**src/ipe_pkg.sv**
```systemverilog
// ipe_pkg: shared types, constants and helpers for the IPD payload extractor.
// Used by ipe_parser, ipe_out_reg and ipd_frame_payload_extractor_top.
// No dependencies.
package ipe_pkg;

  // Parser phase
  typedef enum logic [1:0] {
    PH_HUNT    = 2'd0,
    PH_MATCH   = 2'd1,
    PH_HEADER  = 2'd2,
    PH_PAYLOAD = 2'd3
  } phase_t;

  localparam int unsigned PFX_LEN = 5;
  localparam int unsigned POS_W   = 3;
  localparam int unsigned NUM_W   = 16;

  localparam logic [7:0] CH_PLUS  = 8'h2B;  // '+'
  localparam logic [7:0] CH_ZERO  = 8'h30;  // '0'
  localparam logic [7:0] CH_NINE  = 8'h39;  // '9'
  localparam logic [7:0] CH_COMMA = 8'h2C;  // ','
  localparam logic [7:0] CH_COLON = 8'h3A;  // ':'

  // Result word handed from the parser to the output register
  typedef struct packed {
    logic       valid;
    logic [7:0] data;
    logic       last;
  } result_t;

  // Parser status seen by the top level
  typedef struct packed {
    phase_t phase;
    logic   remaining_zero;
  } status_t;

  // Expected character of "+IPD," at a given match position
  function automatic logic [7:0] prefix_char(input logic [POS_W-1:0] pos);
    logic [7:0] ch;
    unique case (pos)
      3'd0:    ch = CH_PLUS;
      3'd1:    ch = 8'h49;  // 'I'
      3'd2:    ch = 8'h50;  // 'P'
      3'd3:    ch = 8'h44;  // 'D'
      3'd4:    ch = CH_COMMA;
      default: ch = 8'h00;
    endcase
    return ch;
  endfunction

endpackage

```
**src/ipe_parser.sv**
```systemverilog
// ipe_parser: "+IPD,<n>[,<n>...]:" header parser state and payload counter.
// Evaluates one registered word per step; result is combinational.
// Depends on ipe_pkg.
module ipe_parser (
  input  logic              clk,
  input  logic              rst,
  input  logic              step,      // consume the current word
  input  logic [7:0]        rx_byte,
  input  logic              resync,
  output ipe_pkg::result_t  res,
  output ipe_pkg::status_t  status
);

  ipe_pkg::phase_t                    phase, phase_next;
  logic [ipe_pkg::POS_W-1:0]          pos, pos_next;
  logic [ipe_pkg::NUM_W-1:0]          acc, acc_next;
  logic [ipe_pkg::NUM_W-1:0]          remaining, remaining_next;
  logic                               digit_seen, digit_seen_next;

  logic                               is_digit;
  logic [7:0]                         digit_val;
  logic [ipe_pkg::NUM_W-1:0]          acc_times10;
  logic [ipe_pkg::NUM_W-1:0]          rem_dec;
  logic                               prefix_hit;

  // Datapath helpers
  assign is_digit    = (rx_byte >= ipe_pkg::CH_ZERO) && (rx_byte <= ipe_pkg::CH_NINE);
  assign digit_val   = rx_byte - ipe_pkg::CH_ZERO;
  assign acc_times10 = {acc[ipe_pkg::NUM_W-4:0], 3'b000} + {acc[ipe_pkg::NUM_W-2:0], 1'b0};
  assign rem_dec     = remaining - ipe_pkg::NUM_W'(1);
  assign prefix_hit  = (pos < ipe_pkg::POS_W'(ipe_pkg::PFX_LEN))
                       && (rx_byte == ipe_pkg::prefix_char(pos));

  // Next-state logic
  always_comb begin
    phase_next      = phase;
    pos_next        = pos;
    acc_next        = acc;
    remaining_next  = remaining;
    digit_seen_next = digit_seen;
    if (resync) begin
      phase_next      = ipe_pkg::PH_HUNT;
      pos_next        = '0;
      acc_next        = '0;
      remaining_next  = '0;
      digit_seen_next = 1'b0;
    end else begin
      unique case (phase)
        ipe_pkg::PH_HUNT: begin
          if (rx_byte == ipe_pkg::CH_PLUS) begin
            pos_next   = ipe_pkg::POS_W'(1);
            phase_next = ipe_pkg::PH_MATCH;
          end
        end
        ipe_pkg::PH_MATCH: begin
          if (prefix_hit) begin
            pos_next = pos + ipe_pkg::POS_W'(1);
            if ((pos + ipe_pkg::POS_W'(1)) >= ipe_pkg::POS_W'(ipe_pkg::PFX_LEN)) begin
              phase_next      = ipe_pkg::PH_HEADER;
              acc_next        = '0;
              remaining_next  = '0;
              digit_seen_next = 1'b0;
            end
          end else if (rx_byte == ipe_pkg::CH_PLUS) begin
            pos_next = ipe_pkg::POS_W'(1);
          end else begin
            phase_next      = ipe_pkg::PH_HUNT;
            pos_next        = '0;
            acc_next        = '0;
            remaining_next  = '0;
            digit_seen_next = 1'b0;
          end
        end
        ipe_pkg::PH_HEADER: begin
          priority if (is_digit) begin
            acc_next        = acc_times10 + {8'h00, digit_val};
            digit_seen_next = 1'b1;
          end else if (rx_byte == ipe_pkg::CH_COMMA && digit_seen) begin
            acc_next        = '0;
            digit_seen_next = 1'b0;
          end else if (rx_byte == ipe_pkg::CH_COLON && digit_seen && acc != '0) begin
            remaining_next = acc;
            phase_next     = ipe_pkg::PH_PAYLOAD;
          end else begin
            // empty number, zero length or stray character: drop header
            phase_next      = ipe_pkg::PH_HUNT;
            pos_next        = '0;
            acc_next        = '0;
            remaining_next  = '0;
            digit_seen_next = 1'b0;
          end
        end
        ipe_pkg::PH_PAYLOAD: begin
          remaining_next = rem_dec;
          if (rem_dec == '0) begin
            phase_next      = ipe_pkg::PH_HUNT;
            pos_next        = '0;
            acc_next        = '0;
            digit_seen_next = 1'b0;
          end
        end
        default: phase_next = ipe_pkg::PH_HUNT;
      endcase
    end
  end

  // Output logic: payload bytes only
  always_comb begin
    res.valid = !resync && (phase == ipe_pkg::PH_PAYLOAD);
    res.data  = rx_byte;
    res.last  = (rem_dec == '0);
  end

  assign status.phase          = phase;
  assign status.remaining_zero = (remaining == '0);

  // State registers
  always_ff @(posedge clk) begin
    if (rst) begin
      phase      <= ipe_pkg::PH_HUNT;
      pos        <= '0;
      acc        <= '0;
      remaining  <= '0;
      digit_seen <= 1'b0;
    end else if (step) begin
      phase      <= phase_next;
      pos        <= pos_next;
      acc        <= acc_next;
      remaining  <= remaining_next;
      digit_seen <= digit_seen_next;
    end
  end

endmodule

```
**src/ipe_out_reg.sv**
```systemverilog
// ipe_out_reg: result register driving the master-side stream channel.
// Depends on ipe_pkg.
module ipe_out_reg (
  input  logic             clk,
  input  logic             rst,
  input  logic             load,
  input  ipe_pkg::result_t res,
  output logic             free,      // can take a word this cycle
  output logic             m_tvalid,
  input  logic             m_tready,
  output logic [7:0]       m_tdata,   // [7:0] payload_byte
  output logic             m_tlast    // last_in_packet
);

  assign free = !m_tvalid || m_tready;

  // Valid flag
  always_ff @(posedge clk) begin
    if (rst) begin
      m_tvalid <= 1'b0;
    end else if (load) begin
      m_tvalid <= 1'b1;
    end else if (m_tready) begin
      m_tvalid <= 1'b0;
    end
  end

  // Payload
  always_ff @(posedge clk) begin
    if (load) begin
      m_tdata <= res.data;
      m_tlast <= res.last;
    end
  end

endmodule

```
**src/ipd_frame_payload_extractor_top.sv**
```systemverilog
// ipd_frame_payload_extractor_top: IPD frame payload extractor, top level.
// Depends on ipe_pkg, ipe_parser, ipe_out_reg.
//
// Usage:
//   Slave channel (s_*) takes one byte of the module's AT text link per
//   word, with s_tuser as a resync flag that drops back to prefix hunting
//   and discards the byte. The parser hunts for "+IPD,", reads the
//   comma-separated decimal header (16-bit wrap) and uses the last number
//   before ':' as payload length. Master channel (m_*) carries each payload
//   byte, with m_tlast on the final byte of the frame. Prefix, header and
//   resync words produce nothing on the master side.
//   Path: a payload word passes through the input register, then the parser
//   into the output register, which drives m_tvalid.
//   Throughput: one word per cycle unless a payload word stalls on a full
//   output register, set by the single parser step between the registers.
//   Reset: rst (synchronous) empties both registers and returns the parser
//   to prefix hunting.
//   Stall: when m_tready is low with a result pending, a payload word waits
//   in the input register and s_tready drops; non-payload words keep
//   flowing while the output register is full.
module ipd_frame_payload_extractor_top (
  input  logic       clk,
  input  logic       rst,
  input  logic       s_tvalid,
  output logic       s_tready,
  input  logic [7:0] s_tdata,   // [7:0] rx_byte
  input  logic       s_tuser,   // resync
  output logic       m_tvalid,
  input  logic       m_tready,
  output logic [7:0] m_tdata,   // [7:0] payload_byte
  output logic       m_tlast    // last_in_packet
);

  logic             in_valid;
  logic [7:0]       in_byte;
  logic             in_resync;
  logic             advance;
  logic             out_free;
  ipe_pkg::result_t res;
  ipe_pkg::status_t status;

  // Input word advances unless it carries a result and the output is full
  assign advance  = in_valid && (!res.valid || out_free);
  assign s_tready = !in_valid || advance;

  // Input register
  always_ff @(posedge clk) begin
    if (rst) begin
      in_valid <= 1'b0;
    end else if (s_tready) begin
      in_valid <= s_tvalid;
    end
  end

  always_ff @(posedge clk) begin
    if (s_tvalid && s_tready) begin
      in_byte   <= s_tdata;
      in_resync <= s_tuser;
    end
  end

  ipe_parser u_parser (
    .clk     (clk),
    .rst     (rst),
    .step    (advance),
    .rx_byte (in_byte),
    .resync  (in_resync),
    .res     (res),
    .status  (status)
  );

  ipe_out_reg u_out (
    .clk      (clk),
    .rst      (rst),
    .load     (advance && res.valid),
    .res      (res),
    .free     (out_free),
    .m_tvalid (m_tvalid),
    .m_tready (m_tready),
    .m_tdata  (m_tdata),
    .m_tlast  (m_tlast)
  );

  // A stalled input word stays put
  a_in_hold: assert property (@(posedge clk) disable iff (rst)
    in_valid && !advance |=> in_valid)
    else $error("input word lost while stalled");

  // Payload phase always has bytes left to count
  a_rem_nonzero: assert property (@(posedge clk) disable iff (rst)
    status.phase == ipe_pkg::PH_PAYLOAD |-> !status.remaining_zero)
    else $error("payload phase with zero bytes remaining");

  // Final payload byte returns the parser to hunting
  a_last_hunt: assert property (@(posedge clk) disable iff (rst)
    advance && res.valid && res.last |=> status.phase == ipe_pkg::PH_HUNT)
    else $error("parser not hunting after last payload byte");

  // Resync word returns the parser to hunting
  a_resync_hunt: assert property (@(posedge clk) disable iff (rst)
    advance && in_resync |=> status.phase == ipe_pkg::PH_HUNT)
    else $error("parser not hunting after resync");

endmodule
```
**config.mk**
```make
export PLATFORM = sky130hd
export DESIGN_NAME = ipd_frame_payload_extractor_top
export DESIGN_NICKNAME = d
export VERILOG_FILES = /design/src/ipe_pkg.sv /design/src/ipe_parser.sv /design/src/ipe_out_reg.sv /design/src/ipd_frame_payload_extractor_top.sv
export SDC_FILE = /design/constraint.sdc
export NUM_CORES = 1
export LEC_CHECK = 0
export BUFFER_PORTS_ARGS = -buffer_cell sky130_fd_sc_hd__buf_2
export CELL_PAD_IN_SITES_DETAIL_PLACEMENT = 1
export CELL_PAD_IN_SITES_GLOBAL_PLACEMENT = 2
export CORE_ASPECT_RATIO = 0.7
export CORE_MARGIN = 4
export CORE_UTILIZATION = 35
export CTS_BUF_LIST = sky130_fd_sc_hd__clkbuf_16
export DETAILED_ROUTE_END_ITERATION = 12
export PLACE_DENSITY_LB_ADDON = 0.05
export SETUP_SLACK_MARGIN = 0.15
export SLEW_MARGIN = 25
export SYNTH_ARGS = -nofsm -noshare
export SYNTH_HDL_FRONTEND = slang
export SYNTH_HIERARCHICAL = 1
export SYNTH_SLANG_ARGS = --single-unit
```
**constraint.sdc**
```tcl
create_clock -name clk -period 3 [get_ports clk]
set_input_delay 0.6 -clock clk [delete_from_list [all_inputs] [get_ports clk]]
set_output_delay 0.6 -clock clk [all_outputs]
set_load 0.05 [all_outputs]
```
Word-level counts from Yosys, hierarchy flattened:

Cells that the tools add are included.

* input port bits: 13
* register bits after elaboration: 58

* $add $sub $neg: 5
* reductions and logical operators: 27
* equal/unequal tests: 19
* magnitude comparators: 4
* multiplexer cells: 44

Operators with widths (number)
* $mux 16: 11
* $pmux 16 s3: 2
* $pmux 7 s5: 1
* $eq 8x6->1 const B: 3
* $mux 3: 7
* $mux 2: 9
* $reduce_and 6->1: 3
* $add 16x16->16: 1
* $add 16x8->16: 1
* $logic_not 16->1: 1
* $reduce_bool 16->1: 1
* $sub 16x1->16 const B: 1
* $pmux 3 s4: 1
* $mux 1: 11
* $logic_and 1x1->1: 9
* $ne 3x3->1 const B: 3
* $eq 8x7->1: 1
* $ge 8x6->1 const B: 1
* $le 8x6->1 const B: 1
* $pmux 2 s4: 1
* $sub 8x6->8 const B: 1
* $reduce_and 7->1: 1
* $eq 3x2->1 const B: 2
* $ne 3x2->1 const B: 2
* other kinds (18): 24

Longest topological paths before layout:

* depth in word-level cells: 8
* mapped depth: 12
* gate-level depth less buffers: 12

By module:

The synthesis kept the hierarchy.

By module, submodules not included
* ipe_parser: sequential area each 760.7 um^2, instances 1, cells an instance 441, area each 3604.7 um^2
* ipd_frame_payload_extractor_top: sequential area each 290.3 um^2, instances 1, cells an instance 17, area each 350.3 um^2
* ipe_out_reg: sequential area each 290.3 um^2, instances 1, cells an instance 13, area each 316.6 um^2

Worst setup path before layout:

OpenSTA, ideal clock, no wires.

* path type: reg-to-reg
* start point: register in_byte[4]
* end point: register u_parser/acc[15] (netlist name)
* slack: -0.068 ns
* data arrival time: 2.951 ns
* cell stages (with the launch flop): 12
* required time: 2.883 ns
* period minus slack after synthesis: 3.068 ns
* buffers on the path: 0
* setup time: 0.117 ns
* path through: edfxtp_1 ha_1 xnor2_1 fa_1 ha_1 nand3_1 o2111ai_1 a21o_1 a221o_1 a221oi_1 xnor2_1 a22o_1

* word-level cells in the longest chain between the ends: 8

RTL lines
* from (decl): line ipd_frame_payload_extractor_top.sv:35 `logic [7:0] in_byte;`
* from (signal assigned): line ipd_frame_payload_extractor_top.sv:57 `in_byte <= s_tdata;`
* parallel branches: the longest is 8 deep, another holds $add 16x8->16
* to (signal assigned): line ipe_parser.sv:128 `acc <= acc_next;`
* to (decl): line ipe_parser.sv:16 `logic [ipe_pkg::NUM_W-1:0] acc, acc_next;`

Parallel ways; which one is timed is not known.
A chain may end at the register's enable or synchronous reset.

Worst setup path in the final report:

* start point: register in_byte[5]
* end point: register u_parser/acc[13] (netlist name)

Same word-level chain as after synthesis.

==> flow_summary.yaml <==
status:
  status: "finished with violations"
  violations: "negative setup slack"
cells_and_area:
  nets: 588
  drive_above_1_share_pct: 33.5
  syn2layout_area_growth_pct: 30.1
  insertedDiodeCount: 0
  stdcell_count: 694
  final_common_cell: "buf_4"
  final_cell_mix: "buf_4, dfxtp_1, nor2_1, nand2_1, ha_1"
  stdcell_area_um2: 5540
sta:
  finalSetupViolations: 4
  clock.fmax_mhz: 324
  fin_crit_sh_pct: 103
  slew_headroom_pct: 55.0
  drv_slew: 0
  min_period_ns: 3.09
  skew_ns: 0.00727
  setup_slack_ns: -0.0899
  hold_viol: 0
  rsz0062_at_grt: "true"
  tightest_slew_ns: 0.675
clock_network:
  clockRootBuffer: "clkbuf_16"
  cts_tree: "done"
  clockBufferDepth: 2
  ctsHoldBuffers: 0
  cts_buffers: 9
  clkSinkCount: 58
  clk-insertion-delay-late_ns: 0.33
  clkTransAtPathRegs_ns: 0.06
  h-tree-depth: 3
min_path:
  hold_path_class: "input port to flop"
critical_path:
  path_max_fanout: 5
  r2r_setup_slack_ns: -0.09
  path_class: "flop to flop"
  cp-start-kind: "flop"
  endpoint_kind: "flop"
  worstPathRequired_ns: 3.28
  arrival_ns: 3.37
  r2r_cells: 11
  rr_endpoint: "u_parser/acc[13]"
  regToRegStartpoint: "in_byte[5]"
  cp-startpoint: "in_byte[5]"
  crit_end: "u_parser/acc[13]"
power:
  combinationalPowerShare_pct: 19.7
  p_leak_nw: 2.28
  power.switching_w: 0.000651
  pwr-share-seq_pct: 38.7
  intPower_w: 0.00158
  vdd_drop_max_mv: 0.249
  pwr_density_cell_nw_per_um2: 403
  clockPowerShare_pct: 41.6
  switching_share_pct: 29.2
detailed_routing:
  num_vias: 3842
  drtPass1Iterations: 4
  drtIter0Drc: 226
  wl_per_cell_um: 20.1
  wl_mm: 13.9
  via_per_inst: 5.54
  drc: 0
  ant_nets: 0
synth:
  synthCells: 469
  syn_area_um2: 4260
  postSynthAreaPerCell_um2: 9.08
  synth.net_count: 525
  ys_warn_count: 6
floorplan:
  ioPinCount: 24
  die-area_um2: 14000
  die-height_um: 100
  die_w_um: 140
  core_um2: 11800
  std_cell_rows: 33
  initial_core_util_pct: 36.1
place:
  dp_hpwl_mm: 10.4
  dpl_cell_area_um2: 4860
  dp_slack_ns: -0.141
  portBuffers: 23
  dp.cells: 665
  gp_congestion: 0.832
global_route:
  antenna_found_initial: 0
  grt_pass1_wl_mm: 21.7
  grt_max_degree: 28
  grt_usage_pct: 19.6
  grt_overflow_total: 0
  grt_pass1_vias: 3876
flow_run:
  maxCapViolations: 0
[worst max-delay path, cell delays in order (launching register included)]
cell	delay [ns]
edfxtp_1	0.45
ha_2	0.25
xnor2_2	0.14
fa_1	0.55
ha_4	0.24
nand2_2	0.07
o2111ai_2	0.14
a21o_1	0.20
a221o_1	0.37
and3_4	0.21
nor4b_2	0.23
a31o_2	0.18
[flip-flops by register name (all words and copies together), names as in the netlist]
register,count
in_resync,1
u_parser/phase,2
u_parser/remaining,16
in_valid,1
u_out/m_tdata,8
u_parser/pos,3
u_parser/digit_seen,1
u_out/m_tvalid,1
u_out/m_tlast,1
in_byte,8
u_parser/acc,16
[repair_timing]
item | in CTS | in global routing
setup buffers | 4 | 9
endpoints found under the setup margin | 24 | 37
pin swaps | 10 | 18
gates resized for setup | 9 | 58
[per-layer routing]
layer  vias up  wire [um]  GRT usage, %
met5         -          0             0
met1      1918       7650          31.0
li1       1862          -             -
met2        51       5820          27.9
met4         0         75          3.72
met3        11        398          3.43
[power by group through the flow]
stage / clock network (W) / logic [W] / registers, W
floorplan: 0 / 0.000247 / 0.000871
global placement: 0 / 0.000359 / 0.000875
detailed placement: 0 / 0.000363 / 0.000877
CTS: 0.000947 / 0.000385 / 0.000860
global route: 0.000987 / 0.000481 / 0.000867
finish: 0.000928 / 0.000441 / 0.000863
[metrics by stage]
step / utilization, % / TNS, ns / hold WS (ns) / total power (W)
4_1_cts: 44.1 / -0.0855 / 0.435 / 0.00219
5_1_grt: 46.9 / -0.906 / 0.435 / 0.00233
2_1_floorplan: - / 0 / 0.418 / 0.00112
3_5_place_dp: 41.1 / -0.274 / 0.433 / 0.00124
6_report: 46.9 / -0.271 / 0.441 / 0.00223
3_3_place_gp: 41.1 / -0.0706 / 0.427 / 0.00123
[cell type report]
class,count,area [um^2]
clock inverter,7,37.5
tap,157,196
fill,1345,6270
timing repair buffer,87,636
clock buffer,9,225
inverter,23,86.3
sequential,58,1350
multi-input combinational,353,3010
[worst min path at each step]
| stage | startpoint | cells after the start | slack, ns | to |
|---|---|---|---|---|
| 2_1_floorplan | u_parser/digit_seen | 1 | 0.42 | u_parser/digit_seen |
| 3_3_place_gp | u_parser/digit_seen | 1 | 0.43 | u_parser/digit_seen |
| 3_5_place_dp | u_parser/digit_seen | 1 | 0.43 | u_parser/digit_seen |
| 4_1_cts | s_tdata[3] | 1 | 0.43 | in_byte[3] |
| 5_1_grt | s_tdata[3] | 1 | 0.43 | in_byte[3] |
| 6_report | s_tdata[3] | 1 | 0.44 | in_byte[3] |
Power figures use the tool's default switching activity.
